### src/rtl/core/rci_pkg.sv
package rci_pkg;

  localparam int CFG_IDX_W = 3;
  localparam int MUL_LAT   = 5;
  localparam int SQ_W      = 65;
  localparam int RAD_W     = 2 * SQ_W;
  localparam int DIV_W     = 82;
  localparam int A_W       = 64;
  localparam logic [30:0] SAT31 = 31'h7FFF_FFFF;

  typedef enum logic [CFG_IDX_W-1:0] {
    CFG_CENTER_X = 3'd0,
    CFG_CENTER_Y = 3'd1,
    CFG_CENTER_Z = 3'd2,
    CFG_RADIUS   = 3'd3,
    CFG_HEIGHT   = 3'd4
  } cfg_idx_t;

  typedef struct packed {
    logic        hit;
    logic [30:0] distance;
  } res_t;

endpackage

### src/rtl/core/rci_div_cell.sv
module rci_div_cell
  import rci_pkg::*;
#(
  parameter int BIT = 0
) (
  input  logic             clk,
  input  logic             en,
  input  logic [DIV_W-1:0] rem_i,
  input  logic [A_W-1:0]   dvs_i,
  input  logic [DIV_W-1:0] quo_i,
  output logic [DIV_W-1:0] rem_o,
  output logic [A_W-1:0]   dvs_o,
  output logic [DIV_W-1:0] quo_o
);

  logic             ge;
  logic [DIV_W-1:0] rem_nxt, rem_r, quo_nxt, quo_r;
  logic [A_W-1:0]   dvs_r;

  always_comb begin
    ge      = (rem_i >> BIT) >= DIV_W'(dvs_i);
    rem_nxt = ge ? (rem_i - (DIV_W'(dvs_i) << BIT)) : rem_i;
    quo_nxt = ge ? (quo_i | (DIV_W'(1) << BIT)) : quo_i;
  end

  always_ff @(posedge clk) begin
    if (en) begin
      rem_r <= rem_nxt;
      quo_r <= quo_nxt;
      dvs_r <= dvs_i;
    end
  end

  assign rem_o = rem_r;
  assign quo_o = quo_r;
  assign dvs_o = dvs_r;

endmodule

### config.mk
export PLATFORM = sky130hd
export DESIGN_NAME = rci_div_cell
export DESIGN_NICKNAME = d
export VERILOG_FILES = /design/src/rtl/core/rci_pkg.sv /design/src/rtl/core/rci_div_cell.sv
export SDC_FILE = /design/constraint.sdc
export NUM_CORES = 1
export LEC_CHECK = 0
export BUFFER_PORTS_ARGS = -buffer_cell sky130_fd_sc_hd__buf_2
export CORE_AREA = 2 2 179 181
export CTS_CLUSTER_SIZE = 12
export DETAILED_ROUTE_END_ITERATION = 6
export DIE_AREA = 0 0 181 183
export PLACE_DENSITY_LB_ADDON = 0.1
export REMOVE_ABC_BUFFERS = 1
export SLEW_MARGIN = 25
export SYNTH_ARGS = -nofsm -noshare
export SYNTH_HDL_FRONTEND = slang
export SYNTH_SLANG_ARGS = --single-unit
### constraint.sdc
create_clock -name clk -period 4.8 [get_ports clk]
set_clock_uncertainty 0.1 [all_clocks]
set_input_delay 0.48 -clock clk [delete_from_list [all_inputs] [get_ports clk]]
set_output_delay 0.48 -clock clk [all_outputs]
set_load 0.02 [all_outputs]
==> impl_metrics.ini <==
[place]
port_buffers = 457
dp_hpwl_um = 30310
finalWeightedCongestion = 0.8434
place_area_um2 = 14910

[worst_setup_path]
start_kind = primary input
path_buf_inv = 5
worstPathCellList = buf_2 > inv_1 > ha_1 > inv_1 > fa_1 > a21o_1 > a221o_1 > o211ai_1 > a31oi_1 > o211ai_1 > a21oi_2 > a21oi_4 > buf_4 > buf_4 > o21ai_0
worstPathRequired_ps = 4970
arrival_ps = 4000
worst_path_max_delay_cell = fa_1
critical_path_class = in -> reg
crit_family = compound AO/OA/AOI/OAI gates
crit_fanout = 36
end_kind = flop
cp.depth = 15
crit_path_max_incr_delay_ps = 390

[sta]
setup_viol = 0
hold_violations = 0
slew_violations = 0
slew_headroom_pct = 28.73
clock.fmax_mhz = 261.5
fin_crit_sh_pct = 79.68
rsz0062_at_grt = false
worst_pin_slew_ps = 1069
period_minus_slack_ps = 3825
holdWs_ps = 29.06
finalSetupTns_ps = 0

[logic_synthesis]
yosys_warnings = 0
synth_cell_types = 62
synth.yosys.seq_area_share_pct = 56.23
async_flop_share_pct = 0
syn-cell-area_um2 = 12180
synth_edf_count = 228
synthFlopType = edfxtp_1
avgSynthCellArea_um2 = 10.94
ys_ff_latch = 228
netlist_instances = 1113

[finish]
layout_commonest_cell = buf_2
fin_area_um2 = 16350
final_cell_mix = 456 x buf_2, 228 x edfxtp_1, 123 x nand2_1
fin_nets = 1914
drive_above_1_share_pct = 31.62
fill_cells = 2936
syn2layout_area_growth_pct = 34.28

[clock_tree]
cts_tree = built
cts-root-buf = clkbuf_16
htreeDepth = 1
post_cts_buffers = 0
hold_buffers = 55
clk_pin_slew_ps = 60
post_cts_resized = 0
numCtsBuffers = 27
cts.sinks = 228
clock_path_buffers = 3

[grt]
grt_pass1_wl_um = 58290
grtUsageTotal_pct = 22.43
grt_overflow = 0
antenna_found_initial = 6
grt_pass1_vias = 10430
grt_max_degree = 122

[floorplan]
initial_utilization_pct = 38.99
dieArea_um2 = 33120
core_area_um2 = 31230
die_width_um = 181
die_h_um = 183
rows = 65
ios = 458

[power_and_ir_drop]
internal_power_mw = 4.185
combinationalPowerShare_pct = 23.2
peakVddDrop_mv = 0.3571
p_per_area_nw_per_um2 = 362.6
power.share.clock_pct = 34.6
power_mw = 5.928
p_leak_nw = 7.036
p_sw_share_pct = 29.41
p_sw_mw = 1.744
seqPwrFrac_pct = 42.2

[routing]
ant_nets = 0
wl_per_cell_um = 19.00
drt_iter0_markers = 665
totalWireLength_um = 38830
viasPerCell = 5.137
drt_pass1_iterations = 5
drc_errors = 0
vias = 10500

[worst_hold_path]
hold_path_class = in -> reg
hold_depth = 1
min_from = quo_i[53]
min_to = quo_o[53]

[job]
cap_violations = 0

[run_status]
status = finished, final reports clean
## power groups by stage
stage                     sequential, mW  clock [mW]  combinational (mW)
after floorplan                     2.82           0               0.514
after global placement              2.54           0                1.33
after detailed placement            2.54           0                1.34
after CTS                           2.50        2.11                1.38
after global routing                2.52        2.19                1.49
final                               2.50        2.05                1.37
## worst max path at each step
stage | start | to | slack [ps]
after floorplan | rem_i[0] | rem_o[68] | -1090
after global placement | rem_i[0] | rem_o[48] | 530
after detailed placement | rem_i[0] | rem_o[48] | 370
after CTS | rem_i[0] | rem_o[48] | 960
after global routing | rem_i[0] | rem_o[44] | 710
final | rem_i[0] | rem_o[46] | 980
## flip-flops by register name (all words and copies together) (netlist names)
register,flops
quo_o,82
rem_o,82
dvs_o,64
## layer usage
metal  share of wire [%]  GRT usage [%]  up-vias  routed length (um)
met5               0.057              0        -                  22
met4                 2.0          5.854        4                 764
met3                 7.4          4.905       53                2855
met2                  49          39.35      402               18990
met1                  42          28.15     4924               16200
li1                    -              -     5117                   -
## logic make-up (layout without fill, tap and decap cells)
kind of cell,count (synthesis),in the layout,synth area share [%]
AND/OR/NAND/NOR,294,294,11.69
XOR/XNOR,78,78,5.610
other,0,4,0
AO/OA/AOI/OAI,314,314,15.34
flip-flops,228,228,56.23
buffers and inverters,131,656,4.120
adder cells (fa/ha/maj),65,65,6.741
multiplexers,3,3,0.2672
## stage by stage
step / utilization (%) / cells / setup WS, ps
after floorplan: - / 1066 / -1086
after detailed placement: 47.75 / 1937 / 373.6
after global routing: 52.35 / 2043 / 707.6
after global placement: 47.75 / 1937 / 526.7
after CTS: 52.32 / 2040 / 956.4
final: 52.36 / 2044 / 975.4
## Yosys cell counts, types with 14 or more instances
cell type / n / area (um^2)
nor2_1: 49 / 183.9
nor4_1: 14 / 87.58
o21bai_1: 19 / 142.6
xor2_1: 31 / 271.5
nor3_1: 14 / 70.07
a21oi_1: 95 / 475.5
clkbuf_1: 43 / 161.4
a21o_1: 33 / 247.7
xnor2_1: 47 / 411.6
ha_1: 64 / 800.8
nand2_1: 123 / 461.7
nand4_1: 24 / 150.1
inv_1: 84 / 315.3
edfxtp_1: 228 / 6847
o21ai_0: 105 / 525.5
nand3_1: 16 / 80.08
## final cells by class
type	count	area (um^2)	area share [%]
Clock buffer	31	690.7	4.224
Antenna cell	4	10.01	0.06122
Timing Repair Buffer	524	2963	18.12
Sequential cell	228	6847	41.87
Tap cell	402	503.0	3.076
Clock inverter	17	186.4	1.140
Multi-Input combinational cell	754	4836	29.58
Inverter	84	315.3	1.928
(Power assumes the default switching activity.)
