**src/rtl/core/rci_pkg.sv**
```systemverilog
package rci_pkg;

  localparam int CFG_IDX_W = 3;
  localparam int MUL_LAT   = 5;
  localparam int SQ_W      = 65;
  localparam int RAD_W     = 2 * SQ_W;
  localparam int DIV_W     = 82;
  localparam int A_W       = 64;
  localparam logic [30:0] SAT31 = 31'h7FFF_FFFF;

  typedef enum logic [CFG_IDX_W-1:0] {
    CFG_CENTER_X = 3'd0,
    CFG_CENTER_Y = 3'd1,
    CFG_CENTER_Z = 3'd2,
    CFG_RADIUS   = 3'd3,
    CFG_HEIGHT   = 3'd4
  } cfg_idx_t;

  typedef struct packed {
    logic        hit;
    logic [30:0] distance;
  } res_t;

endpackage

```
**src/rtl/core/rci_sqrt_cell.sv**
```systemverilog
module rci_sqrt_cell
  import rci_pkg::*;
#(
  parameter int BIT = 0
) (
  input  logic             clk,
  input  logic             en,
  input  logic [RAD_W-1:0] rem_i,
  input  logic [SQ_W-1:0]  root_i,
  output logic [RAD_W-1:0] rem_o,
  output logic [SQ_W-1:0]  root_o
);

  localparam int TW = RAD_W + 2;

  logic [TW-1:0]    trial;
  logic             ge;
  logic [RAD_W-1:0] rem_nxt, rem_r;
  logic [SQ_W-1:0]  root_nxt, root_r;

  always_comb begin
    trial    = (TW'(root_i) << (BIT + 1)) + (TW'(1) << (2 * BIT));
    ge       = TW'(rem_i) >= trial;
    rem_nxt  = ge ? RAD_W'(TW'(rem_i) - trial) : rem_i;
    root_nxt = ge ? (root_i | (SQ_W'(1) << BIT)) : root_i;
  end

  always_ff @(posedge clk) begin
    if (en) begin
      rem_r  <= rem_nxt;
      root_r <= root_nxt;
    end
  end

  assign rem_o  = rem_r;
  assign root_o = root_r;

endmodule

```
**config.mk**
```make
export PLATFORM = sky130hd
export DESIGN_NAME = rci_sqrt_cell
export DESIGN_NICKNAME = d
export VERILOG_FILES = /design/src/rtl/core/rci_pkg.sv /design/src/rtl/core/rci_sqrt_cell.sv
export SDC_FILE = /design/constraint.sdc
export NUM_CORES = 1
export LEC_CHECK = 0
export ABC_AREA = 1
export BUFFER_PORTS_ARGS = -buffer_cell sky130_fd_sc_hd__buf_2
export CAP_MARGIN = 5
export CELL_PAD_IN_SITES_DETAIL_PLACEMENT = 0
export CELL_PAD_IN_SITES_GLOBAL_PLACEMENT = 1
export CORE_UTILIZATION = 39
export DETAILED_ROUTE_END_ITERATION = 6
export GPL_TIMING_DRIVEN = 0
export PLACE_DENSITY_LB_ADDON = 0.1
export SLEW_MARGIN = 20
export SYNTH_ARGS = -nofsm -noshare
export SYNTH_HDL_FRONTEND = slang
export SYNTH_SLANG_ARGS = --single-unit
```
**constraint.sdc**
```tcl
create_clock -name clk -period 3.15 [get_ports clk]
set_input_delay 0.1575 -clock clk [delete_from_list [all_inputs] [get_ports clk]]
set_output_delay 0.1575 -clock clk [all_outputs]
set_load 0.03 [all_outputs]
```
==> flow_summary.toml <==
[status]
outcome = "completed"

[placed_design]
dp_hpwl_um = 68000
numPortBuffers = 391
placedCellCount = 3636
place_congestion = 0.986

[synth]
synth_top_family_by_area = "simple AND/OR/NAND/NOR gates"
synthDominantAreaCellType = "sky130_fd_sc_hd__edfxtp_1"
synth.area.top_cells = "sky130_fd_sc_hd__edfxtp_1, sky130_fd_sc_hd__nand2_1, sky130_fd_sc_hd__inv_1"
synth-compound-area-share_pct = 7.74
avgSynthCellArea_um2 = 6.45
post_synthesis_xor_xnor_area_fraction_pct = 3.16
yosysSeqAreaShare_pct = 34.1
syn-cell-area_mm2 = 0.0172
yosys_register_bits = 195
synthMuxAreaShare_pct = 0
synth_top_cell_area_share_pct = 34.1
mappedNetlistNets = 2923
synth_warnings = 0
cells_after_synthesis = 2659
yosys.area_share.adder_pct = 4.93
yosysUniqueCellTypes = 39
synthSimpleGateAreaFrac_pct = 37.2

[route]
routed.top_layer = "met5"
met1Wirelength_um = 36400
route.vias.total = 19078
final_antenna_net_count = 0
post_drt_via_cell_ratio = 5.02
remaining_drc_errors = 0
drt_iter0_markers = 1638
routed_wl_um = 80900
first_pass_iteration_count_of_the_detailed_router = 6
drt-wirelength-per-cell_um = 21.3
wl_met2_um = 36100
met3_length_um = 5880

[timing]
post-route-period-util_pct = 98.5
worst_pin_slew_ns = 0.863
setup_viol = 0
hold_violations = 0
timing_max_transition_violations_final = 0
rsz_0062_raised_after_global_routing = "yes"
final_hold_slack_ns = 0.0170
period_needed_ns = 3.10
max_slew_margin_pct = 42.0
timing.fmax_mhz = 322

[worst_setup_path]
cp.arrival_ns = 3.40
timing.critical_path.from_type = "input port"
crit_type = "input port to flop"
cp_data_required_time_ns = 3.45
timing.critical_path.to_type = "flop"
cp_max_fanout = 10

[floorplan]
num_rows = 76
fp.dieW_um = 212
fp.dieH_um = 212
initial_utilization_pct = 39.7
core_region_area_mm2 = 0.0433
die_ar_mm2 = 0.0448
boundary_pin_count = 392

[power_and_ir_drop]
comb_power_share_pct = 35.3
switching_share_pct = 38.0
power-per-cell-area_mw_per_mm2 = 398
leakage_power_nw = 10.7
power.sequential.fraction_pct = 37.7
peakVddDrop_uv = 333
net-switching-power_mw = 3.30
power.internal_mw = 5.38
p_clk_share_pct = 27.0

[clocking]
tritoncts.num_buffers = 17
clkSlewWorstSetupHoldPaths_ns = 0.07
htree_levels = 4
cts_sinks = 195
ctsLongestPathBuffers = 2
tritoncts = "yes"
cts_root_buffer = "sky130_fd_sc_hd__clkbuf_16"
cts_post_setup_buffers_inserted = 0

[global_routing]
global_route.overflow_total = 0
grt_max_degree = 102
grt_first_pass_wirelength_um = 114000
grt_pass1_vias = 18028
grt_use_total_pct = 36.0
initial_antenna_violation_count = 9

[finish]
finalNetCount = 3461
layout-area-overhead-vs-synth_pct = 27.1
post_route_cells_drive_above_1_share_pct = 17.6
stdcell_count = 3797

[run]
number_of_max_cap_violations = 0

[worst_hold_path]
min-delay-path-class = "input port to flop"
-- path summary, 6_finish.rpt --
path / start / cells after the start / to / slack, ns
min: rem_i[49] / 3 / rem_o[49]$_DFFE_PP_ / 0.02
max: rem_i[26] / 17 / rem_o[105]$_DFFE_PP_ / 0.05
-- flip-flops by register name, indices dropped and copies added (netlist names) --
signal / count
rem_o: 130
root_o: 65
-- cells by family after synthesis --
logic type,after synthesis
DFF,195
xor gates and xnor gates,62
buffers and inverters,560
AOI/OAI and AO/OA,213
and+or+nand+nor,1562
adders and majority gates,67
-- per-stage QoR --
step / setup slack, ns / area [µm²] / power (mW) / utilization [%] / TNS (ns)
4_1_cts: 0.00965 / 21800 / 8.64 / 50.3 / 0
3_3_place_gp: -0.498 / 19800 / 6.17 / 45.9 / -110.71
6_report: 0.0464 / 21800 / 8.68 / 50.4 / 0
5_1_grt: -0.0107 / 21800 / 9.01 / 50.4 / -0.0107
2_1_floorplan: 0.797 / 17200 / 5.10 / - / 0
3_5_place_dp: -0.526 / 19900 / 6.19 / 46.0 / -37.81
-- power by group through the flow --
| stage | clock network [mW] | registers [mW] | logic [mW] |
|---|---|---|---|
| 6_report | 2.34 | 3.27 | 3.06 |
| 5_1_grt | 2.45 | 3.30 | 3.26 |
| 4_1_cts | 2.37 | 3.27 | 2.99 |
| 3_5_place_dp | 0 | 3.33 | 2.86 |
| 3_3_place_gp | 0 | 3.34 | 2.84 |
| 2_1_floorplan | 0 | 3.92 | 1.18 |
-- cell type report --
type	count	area, µm²
Antenna cell	2	5.00
Buffer	21	185
Clock buffer	18	429
Clock inverter	14	174
Fill cell	4386	21500
Inverter	539	2030
Multi-Input combinational cell	1904	9140
Sequential cell	195	5860
Tap cell	585	732
Timing Repair Buffer	519	3270
-- timing repair --
action | in CTS | in global routing
hold endpoints to repair | 127 | 0
gates resized for setup | 0 | 19
hold buffers | 127 | 0
setup endpoints to repair | 0 | 103
-- cells in the final DEF (no fill, tap or decap), types with 3 or more instances in the layout --
cell                            count
sky130_fd_sc_hd__nand4_1           43
sky130_fd_sc_hd__buf_2            396
sky130_fd_sc_hd__ha_1              66
sky130_fd_sc_hd__nand3b_1          11
sky130_fd_sc_hd__nor2_1           294
sky130_fd_sc_hd__clkinv_1           3
sky130_fd_sc_hd__xor2_1             7
sky130_fd_sc_hd__nor2_2            16
sky130_fd_sc_hd__clkbuf_2           3
sky130_fd_sc_hd__o21bai_1           9
sky130_fd_sc_hd__o21ai_1           58
sky130_fd_sc_hd__edfxtp_1         195
sky130_fd_sc_hd__clkbuf_16         17
sky130_fd_sc_hd__inv_1            515
sky130_fd_sc_hd__buf_6             10
sky130_fd_sc_hd__and2_1             4
sky130_fd_sc_hd__inv_6              5
sky130_fd_sc_hd__o21ai_0           19
sky130_fd_sc_hd__nor2_4             6
sky130_fd_sc_hd__inv_2             21
sky130_fd_sc_hd__a21oi_2           55
sky130_fd_sc_hd__nand2_2            5
sky130_fd_sc_hd__nand3_1          119
sky130_fd_sc_hd__nand2_1          999
sky130_fd_sc_hd__a21oi_1           62
sky130_fd_sc_hd__nor3_1            52
sky130_fd_sc_hd__nand3_2            3
sky130_fd_sc_hd__o21ai_2            9
sky130_fd_sc_hd__bufinv_16          3
sky130_fd_sc_hd__dlygate4sd3_1    127
sky130_fd_sc_hd__xnor2_1           55
-- cells in the mapped netlist (all sizes together) --
cell type	instances
a21boi	1
a21oi	117
and2	4
and3	1
buf	18
clkbuf	3
clkinv	2
edfxtp	195
fa	1
ha	66
inv	537
nand2	1004
nand3	124
nand3b	11
nand4	43
nor2	316
nor2b	1
nor3	54
nor3b	1
nor4	2
o21ai	86
o21bai	9
or2	1
xnor2	55
xor2	7
-- critical path: stages --
cell and delay [ns]:
sky130_fd_sc_hd__dlygate4sd3_1 0.56, sky130_fd_sc_hd__buf_2 0.14, sky130_fd_sc_hd__ha_1 0.34, sky130_fd_sc_hd__nand2_1 0.14, sky130_fd_sc_hd__nor2_2 0.18, sky130_fd_sc_hd__inv_2 0.05
sky130_fd_sc_hd__nor2_2 0.19, sky130_fd_sc_hd__nand2_1 0.14, sky130_fd_sc_hd__inv_2 0.06, sky130_fd_sc_hd__nand2_1 0.05, sky130_fd_sc_hd__nand2_1 0.20, sky130_fd_sc_hd__nand2_1 0.18
sky130_fd_sc_hd__nand3_4 0.23, sky130_fd_sc_hd__inv_8 0.13, sky130_fd_sc_hd__buf_12 0.18, sky130_fd_sc_hd__buf_6 0.19, sky130_fd_sc_hd__a21oi_2 0.24
-- layer usage --
layer  vias up  GRT usage [%]
met5         -              0
li1       9335              -
met3       101           6.69
met1      8837           48.8
met4        10           12.3
met2       795           57.2
(Power assumes the default switching activity.)
